## config.mk

```make
export PLATFORM = sky130hd
export DESIGN_NAME = bvd_out_buf
export DESIGN_NICKNAME = d
export VERILOG_FILES = /design/src/sv/bvd_pkg.sv /design/src/sv/bvd_out_buf.sv
export SDC_FILE = /design/constraint.sdc
export NUM_CORES = 1
export LEC_CHECK = 0
export ABC_AREA = 1
export BUFFER_PORTS_ARGS = -buffer_cell sky130_fd_sc_hd__buf_2
export CAP_MARGIN = 20
export CORE_MARGIN = 3
export CORE_UTILIZATION = 51
export CTS_BUF_LIST = sky130_fd_sc_hd__clkbuf_16
export CTS_CLUSTER_DIAMETER = 30
export DETAILED_ROUTE_END_ITERATION = 6
export GPL_ROUTABILITY_DRIVEN = 0
export PLACE_DENSITY = 0.82
export RECOVER_POWER = 100
export SYNTH_ARGS = -nofsm -noshare
export SYNTH_HDL_FRONTEND = slang
export SYNTH_SLANG_ARGS = --single-unit
```

## constraint.sdc

```tcl
create_clock -name clk -period 3.72 [get_ports clk]
set_clock_uncertainty 0.2 [all_clocks]
set_input_delay 0.558 -clock clk [delete_from_list [all_inputs] [get_ports clk]]
set_output_delay 0.558 -clock clk [all_outputs]
set_load 0.03 [all_outputs]
```

## src/sv/bvd_pkg.sv

```systemverilog
// bvd_pkg: shared types and constants of the binary vote denoise filter.
// No dependencies; imported by every module of the block but bvd_row_mem.
package bvd_pkg;

	localparam int SIDE_W     = 12;
	localparam int THR_W      = 4;
	localparam int POS_W      = 11;
	localparam int SUM_W      = 4;
	localparam int IN_DATA_W  = 8;
	localparam int IN_USER_W  = 2;
	localparam int OUT_DATA_W = 24;
	localparam int PADDR_W    = 3;
	localparam int PDATA_W    = 32;

	localparam logic [SIDE_W-1:0] SIDE_RST = 12'd2048;
	localparam logic [THR_W-1:0]  THR_RST  = 4'd4;

	// window register bit positions
	localparam int WIN_W        = 6;
	localparam int WIN_RAW_UP_L = 0;  // raw (r-1, c-1)
	localparam int WIN_RAW_L1   = 1;  // raw (r, c-1)
	localparam int WIN_RAW_L2   = 2;  // raw (r, c-2)
	localparam int WIN_FLT_U2L2 = 3;  // filtered (r-2, c-2)
	localparam int WIN_FLT_U2L1 = 4;  // filtered (r-2, c-1)
	localparam int WIN_FLT_UL2  = 5;  // filtered (r-1, c-2)

	typedef enum logic {
		REG_SIDE = 1'b0,
		REG_THR  = 1'b1
	} reg_idx_t;

	typedef struct packed {
		logic frame_start;
		logic pad;
		logic pixel;
	} in_item_t;

	typedef struct packed {
		logic             filtered;
		logic [POS_W-1:0] row;
		logic [POS_W-1:0] col;
		logic             frame_end;
		logic             run_last;
	} res_t;

	// up to two results handed from the core to the output buffer at once
	typedef struct packed {
		logic [1:0] n;
		res_t       first;
		res_t       second;
	} push_t;

endpackage

```

## src/sv/bvd_out_buf.sv

```systemverilog
// bvd_out_buf: two-entry result buffer between the core and the master port.
// Depends on bvd_pkg.
module bvd_out_buf (
	input  logic           clk,
	input  logic           arst_n,
	input  bvd_pkg::push_t push,
	input  logic           ready,
	output logic           valid,
	output bvd_pkg::res_t  head,
	output logic           room
);
	import bvd_pkg::*;

	logic [1:0] cnt_q;
	res_t       res0_q, res1_q;
	logic       pop;

	assign valid = cnt_q != 2'd0;
	assign pop   = valid && ready;
	assign room  = (cnt_q == 2'd0) || (cnt_q == 2'd1 && pop);
	assign head  = res0_q;

	always_ff @(posedge clk or negedge arst_n) begin
		if (!arst_n) begin
			cnt_q <= 2'd0;
		end else if (push.n != 2'd0) begin
			cnt_q <= push.n;
		end else if (pop) begin
			cnt_q <= cnt_q - 2'd1;
		end
	end

	always_ff @(posedge clk) begin
		if (push.n != 2'd0) begin
			res0_q <= push.first;
			res1_q <= push.second;
		end else if (pop) begin
			res0_q <= res1_q;
		end
	end

endmodule

```

### After elaboration in Yosys (flattened, before gate mapping)

Index checks and enable logic that the tools add are counted.

| word-level totals | value |
|---|---|
| register bits after elaboration | 52 |
| input bits | 55 |
| logic and storage cells | 24 |

| cells by class | value |
|---|---|
| add/subtract/negate cells | 1 |
| equality and inequality tests | 1 |
| muxes and demuxes | 4 |
| reductions and logical operators | 7 |

Operators by type and width:

| cell | count |
|---|---|
| $mux 25 | 2 |
| $reduce_bool 2->1 | 3 |
| $mux 2 | 2 |
| $eq 2x1->1 const B | 1 |
| $logic_and 1x1->1 | 2 |
| $logic_not 2->1 | 1 |
| $sub 2x1->2 const B | 1 |
| $logic_or 1x1->1 | 1 |

### Logic depth before layout (Yosys ltp)

Gate-level depths: netlist of the first run.

| logic depth | value |
|---|---|
| word-level depth | 4 |
| gate-level depth with buffers | 7 |

### Least setup slack after synthesis of the first run

No wires, ideal clock.

| timing | value |
|---|---|
| kind | reg2reg |
| start point | register cnt_q[0] |
| end point | register res0_q, in the netlist head[0] (enable) |
| data arrival time | 1.550 ns |
| slack | 1.587 ns |
| cell stages (with the launch flop) | 6 |
| buffers on the path | 0 |
| clock period less this slack | 2.133 ns |
| cell sequence | dfrtp_1 > inv_1 > ha_1 > inv_1 > nand2_1 > nand2_1 |

| between the ends | value |
|---|---|
| longest elaborated chain between the ends | 3 |

Ends and longest elaborated chain:

| item | RTL line | source |
|---|---|---|
| start, declared | bvd_out_buf.sv:14 | `logic [1:0] cnt_q;` |
| start signal, assigned | bvd_out_buf.sv:27 | `cnt_q <= push.n;` |
| start signal, assigned | bvd_out_buf.sv:29 | `cnt_q <= cnt_q - 2'd1;` |
| $reduce_bool 2->1 | bvd_out_buf.sv:18 | `assign valid = cnt_q != 2'd0;` |
| named net valid | bvd_out_buf.sv:8 | `output logic valid,` |
| $logic_and 1x1->1 | bvd_out_buf.sv:19 | `assign pop = valid && ready;` |
| $reduce_bool 2->1 (no line) | -- |  |
| end signal, assigned | bvd_out_buf.sv:35 | `res0_q <= push.first;` |
| end signal, assigned | bvd_out_buf.sv:38 | `res0_q <= res1_q;` |
| end, declared | bvd_out_buf.sv:15 | `res_t res0_q, res1_q;` |

The timed path passes the listed nets, and every way through them passes these cells.
A chain may end at the register's enable or synchronous reset.

### Worst setup path in the final report of the first run

| timing | value |
|---|---|
| start point | input push[51] in the netlist's numbering |
| end point | register res0_q, in the netlist head[8], data pin |

| between the ends | value |
|---|---|
| longest elaborated chain between the ends | 2 |

Ends and longest elaborated chain:

| item | RTL line | source |
|---|---|---|
| start, declared | bvd_out_buf.sv:6 | `input bvd_pkg::push_t push,` |
| $reduce_bool 2->1 | bvd_out_buf.sv:34 | `if (push.n != 2'd0) begin` |
| $mux 25 | bvd_out_buf.sv:34 |  |

No other way between the ends.

==> impl_metrics.csv, run 1 <==
group,metric,value,unit
run_status,run_status,"finished with violations",
run_status,violations,"max-capacitance violations, max-slew violations",
final_layout,final_cell_mix,"sky130_fd_sc_hd__nand2_1, sky130_fd_sc_hd__buf_2, sky130_fd_sc_hd__edfxtp_1, sky130_fd_sc_hd__clkbuf_1",
final_layout,drive_gt1_share,26.05,%
logic_synthesis,yosysSeqAreaShare,77.65,%
clocking,worst_setup_hold_path_clk_slew,0.06,ns
route,antenna_left,0,
clocking,post-cts-setup-buffer-count,0,
sta,setup-tns-final,0,ns
route,post_route_drc_violation_count,0,
global_route,grt_use_total,14.51,%
clocking,tritoncts,"done",
sta,whs,0.2499,ns
logic_synthesis,post_synth_instance_area,1998,sq um
critical_path,critPathMaxFanout,50,
global_route,largest_net_degree_at_the_start_of_global_routing,51,
floorplanning,top_level_ports,82,
floorplanning,die_h,68.60,um
logic_synthesis,synth_area_leaders,"sky130_fd_sc_hd__edfxtp_1, sky130_fd_sc_hd__nand2_1, sky130_fd_sc_hd__dfrtp_1",
route,firstDrtPassIters,4,
sta,fmax,409.1,MHz
final_layout,areaGrowthSynthToFinish,27.68,%
critical_path,start_kind,"input pin",
clocking,post_cts_resized,0,
logic_synthesis,synth_top_area_cell,"sky130_fd_sc_hd__edfxtp_1",
critical_path,critical_path.endpoint_type,"register",
sta,timing_max_transition_violations_final,51,
floorplanning,die_w,68.60,um
sta,max_slew.worst_pin.slew,1.510,ns
power,vdd.ir_drop.worst,271.9,uV
sta,setup_violations,0,
logic_synthesis,total_of_flip_flops_plus_latches_after_synthesis,52,
route,route.vias.total,1263,
sta,timing.final.crit_period,2.444,ns
logic_synthesis,postSynthCellCount,151,
route,ratio_of_routed_vias_to_standard_cells,4.416,
run,cap_viol_max_count,1,
final_layout,antenna-diode-count,0,
sta,rel_slew_slack,-0.7544,%
floorplanning,floorplan.die_area,4705,sq um
clocking,cts_made_buffers,5,
final_layout,layout_commonest_cell,"sky130_fd_sc_hd__nand2_1",
min_path,worstHoldPathType,"in -> reg",
global_route,global_route_wire_length_before_repair,4.781,mm
clocking,cts_buffer_depth,2,
route,route.detailed.wl_per_inst,11.73,um
logic_synthesis,syn_avg_cell_area,13.23,sq um
logic_synthesis,synthesis.yosys.warnings,0,
place,place.detailed.hpwl,2.476,mm
clocking,numClockSinks,52,
critical_path,timing.critical_path.required,3.66,ns
logic_synthesis,postSynthNetCount,208,
clocking,cts_htree_levels,2,
power,cellPowerDensity,543.7,nW/um^2
global_route,antenna_found_initial,0,
logic_synthesis,synth.top_cell.area_share,75.14,%
sta,rsz0062_at_grt,"no",
logic_synthesis,synth.lib_cells_used.distinct,13,
final_layout,layout.filler_cells,310,
critical_path,cp.arrival,2.39,ns
floorplanning,start_util,53.77,%
floorplanning,placement_rows,22,
clocking,clock_insertion_delay_worst_skew,0.28,ns
global_route,grt_overflow,0,
route,drt-initial-drc-count,79,
floorplanning,core_region_area,3716,sq um
critical_path,path_class,"in -> reg",
sta,finalCritPeriodShare,65.71,%
sta,timing.final.hold_violations,0,
global_route,grt_pass1_vias,1087,
power,power.leakage,1.162,nW
route,detail_route.wirelength,3.354,mm
clocking,clockRootBuffer,"sky130_fd_sc_hd__clkbuf_16",
place,port-buffer-count,81,
final_layout,nNetsFinal,294,
state kept, by name (all words and copies together) (netlist names):
signal,flops
head,25
res1_q,25
cnt_q,2
path summary, 6_finish.rpt:
check / from / slack [ns] / endpoint / cells past startpoint
min in group asynchronous: arst_n / 0.40 / cnt_q[0] / 2
worst max register to register: cnt_q[0] / 1.31 / head[2] / 6
worst max-delay path: push[51] / 1.28 / head[8] / 6
worst min register to register: res1_q[21] / 0.31 / head[21] / 2
worst min-delay path: push[17] / 0.25 / res1_q[17] / 1
max in group asynchronous: arst_n / 2.79 / cnt_q[1] / 2
critical path: stages:
cell                       delay (ns)
sky130_fd_sc_hd__clkbuf_1        0.12
sky130_fd_sc_hd__nor2_2          0.05
sky130_fd_sc_hd__buf_4           0.22
sky130_fd_sc_hd__inv_1           1.11
sky130_fd_sc_hd__nand2_1         0.17
sky130_fd_sc_hd__nand2_1         0.14
stage by stage:
step	setup WS [ns]	area, sq um	total power [mW]	std cells	util, %
after detailed placement	1.258	2410	0.9166	276	64.85
after floorplan	1.587	1998	0.8538	151	-
after CTS	1.543	2584	1.405	285	69.53
after global placement	1.324	2410	0.9109	276	64.85
after global routing	1.003	2551	1.444	286	68.65
final	1.276	2551	1.387	286	68.65
Yosys cell counts:
| cell | number |
|---|---|
| sky130_fd_sc_hd__nand2_1 | 82 |
| sky130_fd_sc_hd__buf_12 | 2 |
| sky130_fd_sc_hd__dfrtp_1 | 2 |
| sky130_fd_sc_hd__nor2_2 | 1 |
| sky130_fd_sc_hd__nand3_1 | 2 |
| sky130_fd_sc_hd__ha_1 | 2 |
| sky130_fd_sc_hd__inv_1 | 3 |
| sky130_fd_sc_hd__buf_2 | 2 |
| sky130_fd_sc_hd__edfxtp_1 | 50 |
| sky130_fd_sc_hd__inv_2 | 1 |
| sky130_fd_sc_hd__nand2_2 | 1 |
| sky130_fd_sc_hd__buf_6 | 1 |
| sky130_fd_sc_hd__o21bai_1 | 2 |
cell families (layout without fill, tap and decap cells):
kind of cell               Yosys count  count (layout)  share of synthesized area, %
buffers and inverters                9              96                         3.820
DFF                                 52              52                         77.65
and+or+nand+nor                     86              86                         16.53
AOI/OAI and AO/OA                    2               2                        0.7512
adders and majority gates            2               2                         1.252
report_power, final:
part           total (mW)  internal, mW  switching [mW]
sequential          0.724         0.709          0.0149
combinational       0.171        0.0486           0.122
clock               0.492         0.313           0.179
metal layers:
metal	GRT usage, %	share of wire (%)	vias to the layer above
met5	0	0	-
met4	3.722	0.39	0
met3	6.483	11	2
met2	26.22	52	53
met1	15.21	36	536
li1	-	-	672
cell type report:
cell class                      count  area, sq um  share of cell area, %
Sequential cell                    52         1551                  60.81
Clock inverter                      3        38.79                  1.520
Inverter                            4        15.01                 0.5885
Timing Repair Buffer               84        390.4                  15.30
Multi-Input combinational cell     90        370.4                  14.52
Tap cell                           48        60.06                  2.354
Clock buffer                        5        125.1                  4.904
what timing repair did:
action | 4_1_cts | 5_1_grt
hold endpoints to repair | 2 | 0
setup endpoints to repair | 0 | 0
hold buffers | 1 | 0
Note: power is estimated with default switching activity, not from simulation.
==> run 2, diff against run 1 <==
- CORE_UTILIZATION: 51 -> 47
- PLACE_DENSITY: 0.82 -> 0.76
- clock period: 3.72 -> 2.46 ns (I/O delays scaled with it)
==> impl_metrics.csv, run 2 (synthesis gave the netlist of run 1 again) <==
group,metric,value,unit
floorplanning,floorplan.die_area,5069,sq um
route,route.vias.total,1322,
sta,max_slew.worst_pin.slew,0.8634,ns
critical_path,cp.arrival,1.71,ns
clocking,clock_insertion_delay_worst_skew,0.28,ns
global_route,grt_pass1_vias,1348,
final_layout,layout_commonest_cell,"sky130_fd_sc_hd__nand2_1",
power,vdd.ir_drop.worst,539.0,uV
power,power.leakage,1.155,nW
critical_path,timing.critical_path.required,2.18,ns
floorplanning,core_region_area,4058,sq um
sta,finalCritPeriodShare,80.96,%
sta,timing.final.crit_period,1.992,ns
sta,rsz0062_at_grt,"no",
critical_path,path_class,"reg -> reg",
final_layout,antenna-diode-count,0,
global_route,largest_net_degree_at_the_start_of_global_routing,51,
route,post_route_drc_violation_count,0,
route,detail_route.wirelength,3.651,mm
clocking,tritoncts,"done",
clocking,clockRootBuffer,"sky130_fd_sc_hd__clkbuf_16",
place,preCtsSetupSlack,0.7048,ns
sta,timing.final.hold_violations,0,
critical_path,start_kind,"register",
floorplanning,placement_rows,23,
final_layout,drive_gt1_share,26.78,%
global_route,antenna_found_initial,0,
clocking,cts_made_buffers,5,
global_route,global_route_wire_length_before_repair,5.789,mm
run,cap_viol_max_count,0,
route,route.detailed.wl_per_inst,12.63,um
route,antenna_left,0,
final_layout,areaGrowthSynthToFinish,27.24,%
global_route,grt_use_total,14.95,%
route,firstDrtPassIters,4,
place,place.detailed.hpwl,2.667,mm
sta,timing_max_transition_violations_final,0,
clocking,post-cts-setup-buffer-count,0,
place,port-buffer-count,81,
route,drt-initial-drc-count,115,
sta,fmax,502.1,MHz
sta,rel_slew_slack,42.35,%
clocking,cts_buffer_depth,2,
critical_path,critical_path.endpoint_type,"register",
clocking,worst_setup_hold_path_clk_slew,0.07,ns
clocking,numClockSinks,52,
floorplanning,die_w,71.20,um
sta,setup_violations,0,
clocking,cts_htree_levels,2,
power,cellPowerDensity,799.6,nW/um^2
run_status,run_status,"finished clean",
sta,setup-tns-final,0,ns
critical_path,critPathMaxFanout,12,
min_path,worstHoldPathType,"in -> reg",
route,ratio_of_routed_vias_to_standard_cells,4.574,
floorplanning,top_level_ports,82,
final_layout,nNetsFinal,295,
sta,post-route-worst-setup-slack,0.4684,ns
global_route,grt_overflow,0,
floorplanning,die_h,71.20,um
final_layout,final_cell_mix,"sky130_fd_sc_hd__nand2_1, sky130_fd_sc_hd__buf_2, sky130_fd_sc_hd__edfxtp_1, sky130_fd_sc_hd__clkbuf_1, sky130_fd_sc_hd__clkbuf_16",
floorplanning,start_util,49.24,%
## run 2: cell count changes in the layout (fill, tap and decap cells not counted), sizes merged
cell and delta:
bufinv -1, buf +1, clkinv +1
## run 2: power breakdown
group / internal (mW) / switching [mW] / total, mW
Clock: 0.380 / 0.296 / 0.676
Sequential: 1.07 / 0.0243 / 1.10
Combinational: 0.0743 / 0.187 / 0.262
## run 2: final timing paths
check                                 from          to  slack (ns)  cells past startpoint
worst max-delay path              cnt_q[0]    head[14]        0.47                      6
worst min-delay path              push[15]  res1_q[15]        0.06                      1
worst max register to register    cnt_q[0]    head[14]        0.47                      6
worst min register to register  res1_q[12]    head[12]        0.32                      2
max in group asynchronous           arst_n    cnt_q[1]        1.73                      2
min in group asynchronous           arst_n    cnt_q[0]        0.21                      2
## run 2: critical path, stage by stage (launching register included)
cell,delay (ns)
sky130_fd_sc_hd__dfrtp_1,0.40
sky130_fd_sc_hd__inv_1,0.06
sky130_fd_sc_hd__ha_1,0.19
sky130_fd_sc_hd__inv_1,0.08
sky130_fd_sc_hd__nand2_1,0.10
sky130_fd_sc_hd__nand2_1,0.10
sky130_fd_sc_hd__clkbuf_1,0.50
## run 2: routing by layer
metal | track usage, % | wire length (um)
met1 | 15.63 | 1408
met4 | 5.010 | 27
met2 | 26.22 | 1844
met5 | 0 | 0
met3 | 7.102 | 371
## run 2: area by class of cell
type / instances / area [sq um]
fill: 349 / 1515
tap: 50 / 62.56
clock buffer: 5 / 125.1
timing repair buffer: 85 / 397.9
multi-input combinational: 90 / 367.9
inverter: 4 / 15.01
sequential: 52 / 1551
clock inverter: 3 / 22.52
## run 2: repair_timing
action / 4_1_cts / 5_1_grt
endpoints found under the hold margin: 2 / 0
gates resized for setup: 0 / 0
hold buffers: 1 / 0
## run 2: per-stage QoR
step / instance area [sq um] / cells / total power, mW / hold WS (ns) / util (%)
floorplan: 1998 / 151 / 1.291 / -0.1266 / -
global placement: 2427 / 280 / 1.381 / -0.04444 / 59.82
detailed placement: 2427 / 280 / 1.392 / -0.04359 / 59.82
CTS: 2585 / 289 / 2.062 / 0.04932 / 63.71
global route: 2542 / 289 / 2.121 / 0.04088 / 62.66
finish: 2542 / 289 / 2.033 / 0.05603 / 62.66
